### src/rtl/core/cdta_pkg.sv
// Shared types, codes and constants for the calendar date/time adder.
// Used by cdta_ctrl, cdta_dp and calendar_datetime_adder; no dependencies.
package cdta_pkg;

  localparam int AMOUNT_WIDTH_DEF = 20;
  localparam int CFG_IDX_W        = 3;
  localparam int CFG_DATA_W       = 14;

  // operation codes
  localparam logic [2:0] OP_ADD_SEC  = 3'd0;
  localparam logic [2:0] OP_ADD_MIN  = 3'd1;
  localparam logic [2:0] OP_ADD_HOUR = 3'd2;
  localparam logic [2:0] OP_ADD_DAY  = 3'd3;
  localparam logic [2:0] OP_LOAD     = 3'd4;

  // configuration register indexes
  localparam logic [CFG_IDX_W-1:0] CFG_START_YEAR   = 3'd0;
  localparam logic [CFG_IDX_W-1:0] CFG_START_MONTH  = 3'd1;
  localparam logic [CFG_IDX_W-1:0] CFG_START_DAY    = 3'd2;
  localparam logic [CFG_IDX_W-1:0] CFG_START_HOUR   = 3'd3;
  localparam logic [CFG_IDX_W-1:0] CFG_START_MINUTE = 3'd4;
  localparam logic [CFG_IDX_W-1:0] CFG_START_SECOND = 3'd5;

  // reset date and time
  localparam logic [13:0] RST_YEAR   = 14'd2021;
  localparam logic [3:0]  RST_MONTH  = 4'd1;
  localparam logic [4:0]  RST_DAY    = 5'd1;
  localparam logic [4:0]  RST_HOUR   = 5'd0;
  localparam logic [5:0]  RST_MINUTE = 6'd0;
  localparam logic [5:0]  RST_SECOND = 6'd0;

  localparam logic [13:0] MAX_YEAR      = 14'd9999;
  localparam logic [13:0] YEARS_400     = 14'd400;
  localparam logic [13:0] SKIP_YEAR_MAX = MAX_YEAR - YEARS_400;
  localparam int          DAYS_400Y     = 146097;
  localparam logic [3:0]  MAX_MONTH     = 4'd12;
  localparam logic [4:0]  MAX_HOUR      = 5'd23;
  localparam logic [5:0]  MAX_MIN_SEC   = 6'd59;
  localparam logic [6:0]  SECS_PER_MIN  = 7'd60;
  localparam logic [6:0]  HOURS_PER_DAY = 7'd24;

  // floor(y / 100) = (y * LEAP_RECIP) >> LEAP_SHIFT for y below 16384
  localparam logic [12:0] LEAP_RECIP = 13'd5243;
  localparam int          LEAP_SHIFT = 19;

  typedef struct packed {
    logic [2:0]  operation;
    logic [19:0] amount;
  } in_item_t;

  typedef struct packed {
    logic [13:0] cur_year;
    logic [3:0]  cur_month;
    logic [4:0]  cur_day;
    logic [4:0]  cur_hour;
    logic [5:0]  cur_minute;
    logic [5:0]  cur_second;
    logic        year_overflow;
  } out_item_t;

  typedef enum logic [1:0] {
    UNIT_SEC,
    UNIT_MIN,
    UNIT_HOUR
  } unit_t;

  typedef enum logic [3:0] {
    ST_IDLE,
    ST_LOAD,
    ST_LEAP_Q,
    ST_LEAP_F,
    ST_CLAMP,
    ST_DIV_INIT,
    ST_DIV_RUN,
    ST_DIV_DONE,
    ST_DAY_INIT,
    ST_DAY_STEP,
    ST_PUT
  } state_t;

  typedef struct packed {
    logic  take;
    logic  load;
    logic  leap_q;
    logic  leap_f;
    logic  clamp;
    logic  div_init;
    logic  div_step;
    logic  div_done;
    logic  day_init;
    logic  day_step;
    logic  put;
    unit_t unit;
    logic  use_amt;
  } cmd_t;

  typedef struct packed {
    logic fits;
    logic ovf;
    logic new_year;
  } status_t;

  function automatic logic [4:0] month_len(input logic [3:0] m, input logic leap);
    logic [4:0] len;
    if (m == 4'd2) begin
      len = leap ? 5'd29 : 5'd28;
    end else if (m inside {4'd4, 4'd6, 4'd9, 4'd11}) begin
      len = 5'd30;
    end else begin
      len = 5'd31;
    end
    return len;
  endfunction

endpackage

### src/rtl/core/cdta_ctrl.sv
// Sequencer for the date/time adder: steps the datapath through load,
// divide, day-walk and result phases. Depends on cdta_pkg.
module cdta_ctrl (
  input  logic             clk,
  input  logic             rst_n,
  input  logic             in_valid,
  input  logic [2:0]       in_op,
  output logic             in_stall,
  output logic             out_valid,
  input  logic             out_stall,
  output cdta_pkg::cmd_t    cmd,
  input  cdta_pkg::status_t st
);
  import cdta_pkg::*;

  state_t     state_r, state_nxt;
  logic [2:0] op_r, op_nxt;
  unit_t      unit_r, unit_nxt;
  logic       first_r, first_nxt;
  logic       out_valid_r, out_valid_nxt;
  logic       out_free;

  assign out_free  = !out_valid_r || !out_stall;
  assign in_stall  = (state_r != ST_IDLE);
  assign out_valid = out_valid_r;

  // next state
  always_comb begin
    state_nxt = state_r;
    op_nxt    = op_r;
    unit_nxt  = unit_r;
    first_nxt = first_r;
    case (state_r)
      ST_IDLE: begin
        if (in_valid) begin
          op_nxt    = in_op;
          first_nxt = 1'b1;
          case (in_op)
            OP_ADD_SEC: begin
              unit_nxt  = UNIT_SEC;
              state_nxt = ST_DIV_INIT;
            end
            OP_ADD_MIN: begin
              unit_nxt  = UNIT_MIN;
              state_nxt = ST_DIV_INIT;
            end
            OP_ADD_HOUR: begin
              unit_nxt  = UNIT_HOUR;
              state_nxt = ST_DIV_INIT;
            end
            OP_ADD_DAY: state_nxt = ST_DAY_INIT;
            OP_LOAD:    state_nxt = ST_LOAD;
            default:    state_nxt = ST_PUT;
          endcase
        end
      end
      ST_LOAD:     state_nxt = ST_LEAP_Q;
      ST_LEAP_Q:   state_nxt = ST_LEAP_F;
      ST_LEAP_F:   state_nxt = (op_r == OP_LOAD) ? ST_CLAMP : ST_DAY_STEP;
      ST_CLAMP:    state_nxt = ST_PUT;
      ST_DIV_INIT: state_nxt = ST_DIV_RUN;
      ST_DIV_RUN:  state_nxt = ST_DIV_DONE;
      ST_DIV_DONE: begin
        first_nxt = 1'b0;
        case (unit_r)
          UNIT_SEC: begin
            unit_nxt  = UNIT_MIN;
            state_nxt = ST_DIV_INIT;
          end
          UNIT_MIN: begin
            unit_nxt  = UNIT_HOUR;
            state_nxt = ST_DIV_INIT;
          end
          default: state_nxt = ST_DAY_INIT;
        endcase
      end
      ST_DAY_INIT: state_nxt = ST_DAY_STEP;
      ST_DAY_STEP: begin
        if (st.fits || st.ovf) begin
          state_nxt = ST_PUT;
        end else if (st.new_year) begin
          state_nxt = ST_LEAP_Q;
        end
      end
      ST_PUT: begin
        if (out_free) begin
          state_nxt = ST_IDLE;
        end
      end
      default: state_nxt = ST_IDLE;
    endcase
  end

  // datapath commands
  always_comb begin
    cmd         = '0;
    cmd.unit    = unit_r;
    cmd.use_amt = first_r;
    case (state_r)
      ST_IDLE:     cmd.take     = in_valid;
      ST_LOAD:     cmd.load     = 1'b1;
      ST_LEAP_Q:   cmd.leap_q   = 1'b1;
      ST_LEAP_F:   cmd.leap_f   = 1'b1;
      ST_CLAMP:    cmd.clamp    = 1'b1;
      ST_DIV_INIT: cmd.div_init = 1'b1;
      ST_DIV_RUN:  cmd.div_step = 1'b1;
      ST_DIV_DONE: cmd.div_done = 1'b1;
      ST_DAY_INIT: cmd.day_init = 1'b1;
      ST_DAY_STEP: cmd.day_step = 1'b1;
      ST_PUT:      cmd.put      = out_free;
      default:     cmd.take     = 1'b0;
    endcase
  end

  always_comb begin
    out_valid_nxt = out_valid_r;
    if (cmd.put) begin
      out_valid_nxt = 1'b1;
    end else if (!out_stall) begin
      out_valid_nxt = 1'b0;
    end
  end

  always_ff @(posedge clk) begin
    if (!rst_n) begin
      state_r     <= ST_IDLE;
      op_r        <= OP_ADD_SEC;
      unit_r      <= UNIT_SEC;
      first_r     <= 1'b0;
      out_valid_r <= 1'b0;
    end else begin
      state_r     <= state_nxt;
      op_r        <= op_nxt;
      unit_r      <= unit_nxt;
      first_r     <= first_nxt;
      out_valid_r <= out_valid_nxt;
    end
  end

  a_take_leaves_idle: assert property (@(posedge clk) disable iff (!rst_n)
    cmd.take |=> state_r != ST_IDLE)
    else $error("accepted item did not start processing");

  a_put_raises_valid: assert property (@(posedge clk) disable iff (!rst_n)
    state_r == ST_PUT && !out_stall |=> out_valid_r && state_r == ST_IDLE)
    else $error("result not presented after put");

  a_stalled_result_held: assert property (@(posedge clk) disable iff (!rst_n)
    out_valid_r && out_stall |=> out_valid_r)
    else $error("stalled result dropped");

endmodule

### src/rtl/core/cdta_dp.sv
// Datapath for the date/time adder: start registers, date/time state,
// constant divider, leap-year unit and month/year walker. Depends on cdta_pkg.
module cdta_dp #(
  parameter int AMOUNT_WIDTH = cdta_pkg::AMOUNT_WIDTH_DEF
) (
  input  logic                             clk,
  input  logic                             rst_n,
  input  cdta_pkg::in_item_t               in_data,
  input  logic                             cfg_wr_en,
  input  logic [cdta_pkg::CFG_IDX_W-1:0]   cfg_index,
  input  logic [cdta_pkg::CFG_DATA_W-1:0]  cfg_data,
  input  cdta_pkg::cmd_t                   cmd,
  output cdta_pkg::status_t                st,
  output cdta_pkg::out_item_t              out_data
);
  import cdta_pkg::*;

  localparam int W     = AMOUNT_WIDTH + 1;
  localparam int OFF_W = (W > 18) ? W : 18;
  localparam int XW    = W - 2;
  localparam int MW    = W - 1;
  localparam int PW    = XW + MW;

  // floor(x / 60) = floor((x >> 2) / 15) and floor(x / 24) = floor((x >> 3) / 3),
  // each by multiplying with a rounded-up reciprocal
  localparam logic [MW-1:0] RECIP_15 = MW'(((64'd1 << (W + 2)) + 64'd14) / 64'd15);
  localparam logic [MW-1:0] RECIP_3  = MW'(((64'd1 << (W - 1)) + 64'd2) / 64'd3);

  // start values
  logic [13:0] start_year_r;
  logic [3:0]  start_month_r;
  logic [4:0]  start_day_r;
  logic [4:0]  start_hour_r;
  logic [5:0]  start_minute_r;
  logic [5:0]  start_second_r;

  // current date and time
  logic [13:0] year_r;
  logic [3:0]  month_r;
  logic [4:0]  day_r;
  logic [4:0]  hour_r;
  logic [5:0]  minute_r;
  logic [5:0]  second_r;
  logic        leap_r;
  logic        ovf_r;

  logic [AMOUNT_WIDTH-1:0] amt_r;
  logic [W-1:0]            dvd_r;
  logic [W-1:0]            quo_r;
  logic [OFF_W-1:0]        off_r;
  logic [6:0]              q_r;
  out_item_t               out_r;

  logic [13:0]  y_cl;
  logic [3:0]   m_cl;
  logic [26:0]  prod;
  logic [13:0]  q100;
  logic         leap_nxt;
  logic [4:0]   mlen;
  logic [4:0]   day_cl;
  logic [XW-1:0] mul_a;
  logic [MW-1:0] mul_b;
  logic [PW-1:0] quo_prod;
  logic [W-1:0]  quo_nxt;
  logic [5:0]    quo_mul_lo;
  logic [5:0]    rem_lo;
  logic [W-1:0] src;
  logic [W-1:0] unit_val;
  logic [8:0]   ylen;
  logic         skip400;
  logic         year1;
  logic         fits;
  logic         wraps;
  logic         at_max;

  // load clamping
  always_comb begin
    if (start_year_r == 14'd0) begin
      y_cl = 14'd1;
    end else if (start_year_r > MAX_YEAR) begin
      y_cl = MAX_YEAR;
    end else begin
      y_cl = start_year_r;
    end
    if (start_month_r == 4'd0) begin
      m_cl = 4'd1;
    end else if (start_month_r > MAX_MONTH) begin
      m_cl = MAX_MONTH;
    end else begin
      m_cl = start_month_r;
    end
  end

  // leap year: divisible by 4, and not by 100 unless by 400
  assign prod     = 27'(year_r) * 27'(LEAP_RECIP);
  assign q100     = 14'(q_r) * 14'd100;
  assign leap_nxt = (year_r[1:0] == 2'd0) && ((q100 != year_r) || (q_r[1:0] == 2'd0));

  assign mlen = month_len(month_r, leap_r);

  always_comb begin
    if (day_r == 5'd0) begin
      day_cl = 5'd1;
    end else if (day_r > mlen) begin
      day_cl = mlen;
    end else begin
      day_cl = day_r;
    end
  end

  // quotient by 60 or 24 in one registered multiply, remainder from the low bits next cycle
  assign mul_a    = (cmd.unit == UNIT_HOUR) ? {1'b0, dvd_r[W-1:3]} : dvd_r[W-1:2];
  assign mul_b    = (cmd.unit == UNIT_HOUR) ? RECIP_3 : RECIP_15;
  assign quo_prod = PW'(mul_a) * PW'(mul_b);
  assign quo_nxt  = (cmd.unit == UNIT_HOUR) ? W'(quo_prod[PW-1:W-1])
                                            : W'(quo_prod[PW-1:W+2]);

  // remainder is below 64, so the low six bits of x - q*d give it exactly
  assign quo_mul_lo = (cmd.unit == UNIT_HOUR) ? quo_r[5:0] * 6'(HOURS_PER_DAY)
                                              : quo_r[5:0] * 6'(SECS_PER_MIN);
  assign rem_lo     = dvd_r[5:0] - quo_mul_lo;

  assign src = cmd.use_amt ? W'(amt_r) : dvd_r;

  always_comb begin
    case (cmd.unit)
      UNIT_SEC: unit_val = W'(second_r);
      UNIT_MIN: unit_val = W'(minute_r);
      default:  unit_val = W'(hour_r);
    endcase
  end

  // month/year walk
  assign ylen    = leap_r ? 9'd366 : 9'd365;
  assign at_max  = (year_r == MAX_YEAR);
  assign skip400 = (month_r == 4'd1) && (off_r >= OFF_W'(DAYS_400Y))
                   && (year_r <= SKIP_YEAR_MAX);
  assign year1   = (month_r == 4'd1) && (off_r >= OFF_W'(ylen));
  assign fits    = !skip400 && (off_r < OFF_W'(mlen));
  assign wraps   = !skip400 && !fits && (year1 || (month_r == MAX_MONTH));

  assign st.fits     = fits;
  assign st.ovf      = wraps && at_max;
  assign st.new_year = wraps && !at_max;

  always_ff @(posedge clk) begin
    if (!rst_n) begin
      start_year_r   <= RST_YEAR;
      start_month_r  <= RST_MONTH;
      start_day_r    <= RST_DAY;
      start_hour_r   <= RST_HOUR;
      start_minute_r <= RST_MINUTE;
      start_second_r <= RST_SECOND;
    end else if (cfg_wr_en) begin
      case (cfg_index)
        CFG_START_YEAR:   start_year_r   <= cfg_data;
        CFG_START_MONTH:  start_month_r  <= cfg_data[3:0];
        CFG_START_DAY:    start_day_r    <= cfg_data[4:0];
        CFG_START_HOUR:   start_hour_r   <= cfg_data[4:0];
        CFG_START_MINUTE: start_minute_r <= cfg_data[5:0];
        CFG_START_SECOND: start_second_r <= cfg_data[5:0];
        default:          start_year_r   <= start_year_r;
      endcase
    end
  end

  always_ff @(posedge clk) begin
    if (!rst_n) begin
      year_r   <= RST_YEAR;
      month_r  <= RST_MONTH;
      day_r    <= RST_DAY;
      hour_r   <= RST_HOUR;
      minute_r <= RST_MINUTE;
      second_r <= RST_SECOND;
      leap_r   <= 1'b0;
      ovf_r    <= 1'b0;
    end else begin
      if (cmd.take) begin
        ovf_r <= 1'b0;
      end
      if (cmd.load) begin
        year_r   <= y_cl;
        month_r  <= m_cl;
        day_r    <= start_day_r;
        hour_r   <= (start_hour_r > MAX_HOUR) ? MAX_HOUR : start_hour_r;
        minute_r <= (start_minute_r > MAX_MIN_SEC) ? MAX_MIN_SEC : start_minute_r;
        second_r <= (start_second_r > MAX_MIN_SEC) ? MAX_MIN_SEC : start_second_r;
      end
      if (cmd.leap_f) begin
        leap_r <= leap_nxt;
      end
      if (cmd.clamp) begin
        day_r <= day_cl;
      end
      // write back the remainder of the finished unit
      if (cmd.div_done) begin
        case (cmd.unit)
          UNIT_SEC: second_r <= rem_lo;
          UNIT_MIN: minute_r <= rem_lo;
          default:  hour_r   <= rem_lo[4:0];
        endcase
      end
      if (cmd.day_step) begin
        if (skip400) begin
          year_r <= year_r + YEARS_400;
        end else if (fits) begin
          day_r <= off_r[4:0] + 5'd1;
        end else if (wraps && at_max) begin
          // saturate at the last second of the last year
          year_r   <= MAX_YEAR;
          month_r  <= MAX_MONTH;
          day_r    <= 5'd31;
          hour_r   <= MAX_HOUR;
          minute_r <= MAX_MIN_SEC;
          second_r <= MAX_MIN_SEC;
          leap_r   <= 1'b0;
          ovf_r    <= 1'b1;
        end else if (year1) begin
          year_r <= year_r + 14'd1;
        end else if (month_r == MAX_MONTH) begin
          month_r <= 4'd1;
          year_r  <= year_r + 14'd1;
        end else begin
          month_r <= month_r + 4'd1;
        end
      end
    end
  end

  // payload registers
  always_ff @(posedge clk) begin
    if (cmd.take) begin
      amt_r <= AMOUNT_WIDTH'(in_data.amount);
    end
    if (cmd.leap_q) begin
      q_r <= prod[LEAP_SHIFT +: 7];
    end
    if (cmd.div_init) begin
      dvd_r <= unit_val + src;
    end else if (cmd.div_done) begin
      // carry the quotient into the next unit
      dvd_r <= quo_r;
    end
    if (cmd.div_step) begin
      quo_r <= quo_nxt;
    end
    if (cmd.day_init) begin
      off_r <= OFF_W'(day_r - 5'd1) + OFF_W'(src);
    end else if (cmd.day_step) begin
      if (skip400) begin
        off_r <= off_r - OFF_W'(DAYS_400Y);
      end else if (!fits && !wraps) begin
        off_r <= off_r - OFF_W'(mlen);
      end else if (!fits && year1) begin
        off_r <= off_r - OFF_W'(ylen);
      end else if (!fits) begin
        off_r <= off_r - OFF_W'(mlen);
      end
    end
    if (cmd.put) begin
      out_r.cur_year      <= year_r;
      out_r.cur_month     <= month_r;
      out_r.cur_day       <= day_r;
      out_r.cur_hour      <= hour_r;
      out_r.cur_minute    <= minute_r;
      out_r.cur_second    <= second_r;
      out_r.year_overflow <= ovf_r;
    end
  end

  assign out_data = out_r;

  a_day_in_month: assert property (@(posedge clk) disable iff (!rst_n)
    cmd.day_step && fits |=> day_r >= 5'd1 && day_r <= month_len(month_r, leap_r))
    else $error("day outside month after walk");

  a_ovf_saturated: assert property (@(posedge clk) disable iff (!rst_n)
    cmd.put && ovf_r |=> out_r.cur_year == MAX_YEAR && out_r.cur_month == MAX_MONTH
                         && out_r.cur_second == MAX_MIN_SEC)
    else $error("overflow reported without saturated date");

  a_time_in_range: assert property (@(posedge clk) disable iff (!rst_n)
    cmd.div_done |=> second_r <= MAX_MIN_SEC && minute_r <= MAX_MIN_SEC
                     && hour_r <= MAX_HOUR)
    else $error("time of day out of range after divide");

endmodule

### src/rtl/core/calendar_datetime_adder.sv
// Adds of seconds, minutes or hours take each unit up to hours through a sum, a
// reciprocal multiply and a remainder; every add then walks the date by month, by
// 400 years and to the final day, recomputing the leap flag on each new year. Load
// clamps the start values; other codes go straight to the result, which waits while
// out_stall holds. Items go one at a time; the next once the result is registered.
// Synchronous active-low reset gives 2021-01-01 00:00:00 and the same start values.
module calendar_datetime_adder #(
  parameter int AMOUNT_WIDTH = cdta_pkg::AMOUNT_WIDTH_DEF
) (
  input  logic                             clk,
  input  logic                             rst_n,
  input  logic                             in_valid,
  output logic                             in_stall,
  input  cdta_pkg::in_item_t               in_data,
  output logic                             out_valid,
  input  logic                             out_stall,
  output cdta_pkg::out_item_t              out_data,
  input  logic                             cfg_wr_en,
  input  logic [cdta_pkg::CFG_IDX_W-1:0]   cfg_index,
  input  logic [cdta_pkg::CFG_DATA_W-1:0]  cfg_data
);
  import cdta_pkg::*;

  cmd_t    cmd;
  status_t st;

  cdta_ctrl u_ctrl (
    .clk       (clk),
    .rst_n     (rst_n),
    .in_valid  (in_valid),
    .in_op     (in_data.operation),
    .in_stall  (in_stall),
    .out_valid (out_valid),
    .out_stall (out_stall),
    .cmd       (cmd),
    .st        (st)
  );

  cdta_dp #(
    .AMOUNT_WIDTH (AMOUNT_WIDTH)
  ) u_dp (
    .clk       (clk),
    .rst_n     (rst_n),
    .in_data   (in_data),
    .cfg_wr_en (cfg_wr_en),
    .cfg_index (cfg_index),
    .cfg_data  (cfg_data),
    .cmd       (cmd),
    .st        (st),
    .out_data  (out_data)
  );

endmodule
### config.mk
export PLATFORM = sky130hd
export DESIGN_NAME = calendar_datetime_adder
export DESIGN_NICKNAME = d
export VERILOG_FILES = /design/src/rtl/core/cdta_pkg.sv /design/src/rtl/core/cdta_ctrl.sv /design/src/rtl/core/cdta_dp.sv /design/src/rtl/core/calendar_datetime_adder.sv
export SDC_FILE = /design/constraint.sdc
export NUM_CORES = 1
export LEC_CHECK = 0
export BUFFER_PORTS_ARGS = -buffer_cell sky130_fd_sc_hd__clkbuf_2
export CAP_MARGIN = 20
export CORE_MARGIN = 2
export CORE_UTILIZATION = 35
export CTS_BUF_LIST = sky130_fd_sc_hd__clkbuf_2
export CTS_CLUSTER_DIAMETER = 80
export CTS_CLUSTER_SIZE = 8
export DETAILED_ROUTE_END_ITERATION = 8
export SYNTH_ARGS = -nofsm -noshare
export SYNTH_HDL_FRONTEND = slang
export SYNTH_SLANG_ARGS = --single-unit
### constraint.sdc
create_clock -name clk -period 12.8 [get_ports clk]
set_input_delay 3.2 -clock clk [delete_from_list [all_inputs] [get_ports clk]]
set_output_delay 3.2 -clock clk [all_outputs]
set_load 0.03 [all_outputs]
==> summary.json <==
{
  "wl_um": 59500,
  "cts_made_buffers": 35,
  "timing_hold_violations_final": 0,
  "gp_weighted_congestion": 0.888,
  "synth_ff_type": "sky130_fd_sc_hd__edfxtp_1",
  "post_drt_wl_per_cell_um": 17.0,
  "synthAdderAreaFrac_pct": 35.4,
  "postPlaceCellArea_mm2": 0.0252,
  "grt_use_total_pct": 17.3,
  "path_clk_slew_ns": 0.17,
  "fp.dieArea_mm2": 0.0702,
  "drv_cap": 0,
  "die_boundary_width_um": 265,
  "grt_first_pass_wirelength_um": 96400,
  "postCtsSetupRepairBufs": 0,
  "insertion_delay_ns": 1.06,
  "setup_repair_after_global_routing_missed_its_margin": "false",
  "detailedPlacementHpwl_um": 48100,
  "startpoint_class": "register",
  "max_freq_mhz": 129,
  "main_combinational_cell_family_by_area_after_synthesis": "adder cells",
  "core.rowCount": 95,
  "synth_compound_gate_area_share_pct": 12.1,
  "grt_remaining_overflow": 0,
  "synthSimpleGateAreaFrac_pct": 12.0,
  "crit_path_end_kind": "register",
  "hold_buffers": 0,
  "synth.cell_area_mm2": 0.0238,
  "arrival_ns": 8.34,
  "fin_crit_ns": 7.73,
  "max_slew_margin_pct": 35.6,
  "muxShareOfSynthArea_pct": 2.75,
  "dpl.cell_count": 3441,
  "tns_ns": 0,
  "synth_top_area_share_pct": 18.8,
  "syn_inst": 2536,
  "clock_tree.root_cell": "sky130_fd_sc_hd__clkbuf_2",
  "timing_worst_slew_pin_value_ns": 0.956,
  "fp.dieH_um": 265,
  "via_count": 17500,
  "final_area_mm2": 0.0256,
  "synth_xor_xnor_area_share_pct": 5.00,
  "yosysTopAreaCell": "sky130_fd_sc_hd__fa_1",
  "detailedRoute.firstPassIterationCount": 5,
  "synth_enable_flop_cells": 129,
  "finalNetCount": 3192,
  "async_reset_ff_share_pct": 0,
  "pin_count": 88,
  "tritoncts_clock_tree": "done",
  "ys_types": 87,
  "worst_case_clock_skew_ns": 0.193,
  "placeableCoreArea_mm2": 0.0673,
  "post_drt_via_cell_ratio": 5.00,
  "critPathMaxFanout": 41,
  "run_status": "completed",
  "finalMaxSlewViolations": 0,
  "areaGrowthSynthToFinish_pct": 7.49,
  "cts.path.max_buffers": 3,
  "critPathRequiredTime_ns": 13.41,
  "first_global_vias": 17600,
  "remaining_drc_errors": 0,
  "worst-setup-path-type": "register to register",
  "grt_start_max_net_pins": 92,
  "worstHoldPathType": "register to register",
  "synthTopCellsByArea": "sky130_fd_sc_hd__fa_1, sky130_fd_sc_hd__ha_1, sky130_fd_sc_hd__edfxtp_1",
  "drive_gt1_share_pct": 7.80,
  "cts_resized": 0,
  "maximum_level_of_the_cts_h_tree": 2,
  "synth_warnings": 0,
  "post-route-period-util_pct": 60.4,
  "port_buffers": 87,
  "grt_antenna_before_repair": 8,
  "number_of_synthesized_register_bits": 222,
  "detailedRoute.firstIterationViolations": 1014,
  "initial_utilization_pct": 35.4,
  "fin_cells": 3505,
  "ant_nets": 0,
  "synth.yosys.seq_area_share_pct": 24.1,
  "syn_avg_cell_area_um2": 9.40,
  "clock_sinks": 222,
  "final_setup_violation_count": 0
}
## cell families after synthesis
logic type               count (synthesis)
AO/OA/AOI/OAI                          442
XOR/XNOR                               136
adder cells (fa/ha/maj)                539
buffers and inverters                  544
flip-flops                             222
multiplexers                            64
other                                    2
AND/OR/NAND/NOR                        587
## worst paths after layout
check	startpoint	to	slack [ns]	cells after the start
max	u_ctrl.unit_r[1]	u_dp.quo_r[14]	5.07	25
min	u_dp.day_r[1]	u_dp.out_data[19]	0.42	0
max reg2reg	u_ctrl.unit_r[1]	u_dp.quo_r[14]	5.07	25
min reg2reg	u_dp.day_r[1]	u_dp.out_data[19]	0.42	0
## sequential cells by signal (all words and copies together) (netlist names), 2 cells and up
signal               flops
u_dp.dvd_r              21
u_dp.second_r            6
u_dp.start_day_r         5
u_dp.minute_r            6
u_dp.day_r               5
u_dp.quo_r              19
u_ctrl.state_r           4
u_dp.hour_r              5
u_dp.q_r                 7
u_dp.out_data           41
u_dp.start_minute_r      6
u_ctrl.unit_r            2
u_dp.off_r              21
u_dp.start_hour_r        5
u_dp.start_year_r       14
u_ctrl.op_r              3
u_dp.month_r             4
u_dp.start_month_r       4
u_dp.amt_r              20
u_dp.start_second_r      6
u_dp.year_r             14
## layer usage
layer  vias up  global-route usage (%)  routed length (um)
li1       8607                       -                   -
met1      8483                    24.8               28900
met2       357                    27.1               26400
met3        55                    3.84                3430
met4        10                    2.95                 737
met5         -                       0                  57
## final cells by class
cell class                      count  area [um2]
Antenna cell                        3        7.51
Clock buffer                       50         250
Clock inverter                      8        93.8
Fill cell                        6877       41700
Inverter                          446        1670
Multi-Input combinational cell   1798       16100
Sequential cell                   222        5740
Tap cell                          873        1090
Timing Repair Buffer              105         618
## metrics by stage
step	util [%]	setup slack, ns	hold slack (ns)
6_report	38.1	5.07	0.416
5_1_grt	38.1	4.49	0.409
4_1_cts	38.0	5.07	0.398
3_5_place_dp	37.4	5.13	0.435
3_3_place_gp	37.4	5.18	0.425
2_1_floorplan	-	5.80	0.400
## Yosys cell counts, drive strengths merged, types with 16 or more instances
cell type and count:
nor2 112, ha 315, nor2b 46, and3 28, a211oi 28, inv 446, nand3 47, nand4 16
fa 224, a21o 27, clkbuf 75, edfxtp 129, o21ai 111, buf 23, xor2 36, o21a 25
mux2i 52, and2 24, xnor2 100, a21oi 109, nor3 22, dfxtp 93, a31oi 16, nand2 220
nand2b 16
## worst max-delay path, stage by stage, from the launching register on
cell and delay, ns:
sky130_fd_sc_hd__dfxtp_1 0.62, sky130_fd_sc_hd__nor2b_2 0.22, sky130_fd_sc_hd__buf_4 0.39, sky130_fd_sc_hd__and2_1 0.31, sky130_fd_sc_hd__inv_1 0.09, sky130_fd_sc_hd__fa_1 0.53
sky130_fd_sc_hd__inv_1 0.06, sky130_fd_sc_hd__ha_1 0.32, sky130_fd_sc_hd__inv_1 0.07, sky130_fd_sc_hd__fa_1 0.53, sky130_fd_sc_hd__inv_1 0.05, sky130_fd_sc_hd__fa_1 0.51
sky130_fd_sc_hd__fa_1 0.55, sky130_fd_sc_hd__inv_1 0.06, sky130_fd_sc_hd__fa_1 0.52, sky130_fd_sc_hd__inv_1 0.04, sky130_fd_sc_hd__ha_1 0.35, sky130_fd_sc_hd__nand4_1 0.11
sky130_fd_sc_hd__a2111oi_0 0.38, sky130_fd_sc_hd__o41ai_1 0.25, sky130_fd_sc_hd__a2111oi_0 0.66, sky130_fd_sc_hd__nor2_1 0.12, sky130_fd_sc_hd__o221ai_1 0.26, sky130_fd_sc_hd__a21oi_1 0.13
sky130_fd_sc_hd__xor2_1 0.17, sky130_fd_sc_hd__o21ai_0 0.10
## cells in the final DEF (no fill, tap or decap), types with 15 or more instances in the layout
cell type,Yosys,final
sky130_fd_sc_hd__xnor2_1,100,100
sky130_fd_sc_hd__clkbuf_2,0,137
sky130_fd_sc_hd__o21a_1,25,25
sky130_fd_sc_hd__a211oi_1,28,28
sky130_fd_sc_hd__fa_1,224,224
sky130_fd_sc_hd__dfxtp_1,93,93
sky130_fd_sc_hd__a21o_1,27,27
sky130_fd_sc_hd__a21oi_1,109,107
sky130_fd_sc_hd__buf_4,2,15
sky130_fd_sc_hd__inv_1,446,446
sky130_fd_sc_hd__mux2i_1,52,52
sky130_fd_sc_hd__nor3_1,22,20
sky130_fd_sc_hd__nor2b_1,46,44
sky130_fd_sc_hd__o21ai_0,101,101
sky130_fd_sc_hd__ha_1,315,315
sky130_fd_sc_hd__nand4_1,16,16
sky130_fd_sc_hd__conb_1,2,30
sky130_fd_sc_hd__nor2_1,111,110
sky130_fd_sc_hd__nand2b_1,16,16
sky130_fd_sc_hd__a31oi_1,16,16
sky130_fd_sc_hd__nand3_1,46,46
sky130_fd_sc_hd__and2_1,22,22
sky130_fd_sc_hd__edfxtp_1,129,129
sky130_fd_sc_hd__xor2_1,36,36
sky130_fd_sc_hd__nand2_1,219,219
sky130_fd_sc_hd__o22ai_1,15,15
sky130_fd_sc_hd__and3_1,25,25
Power is left out: the tool's default activity adds up to more than one toggle a clock period on the data nets, which glitch-free logic cannot reach.
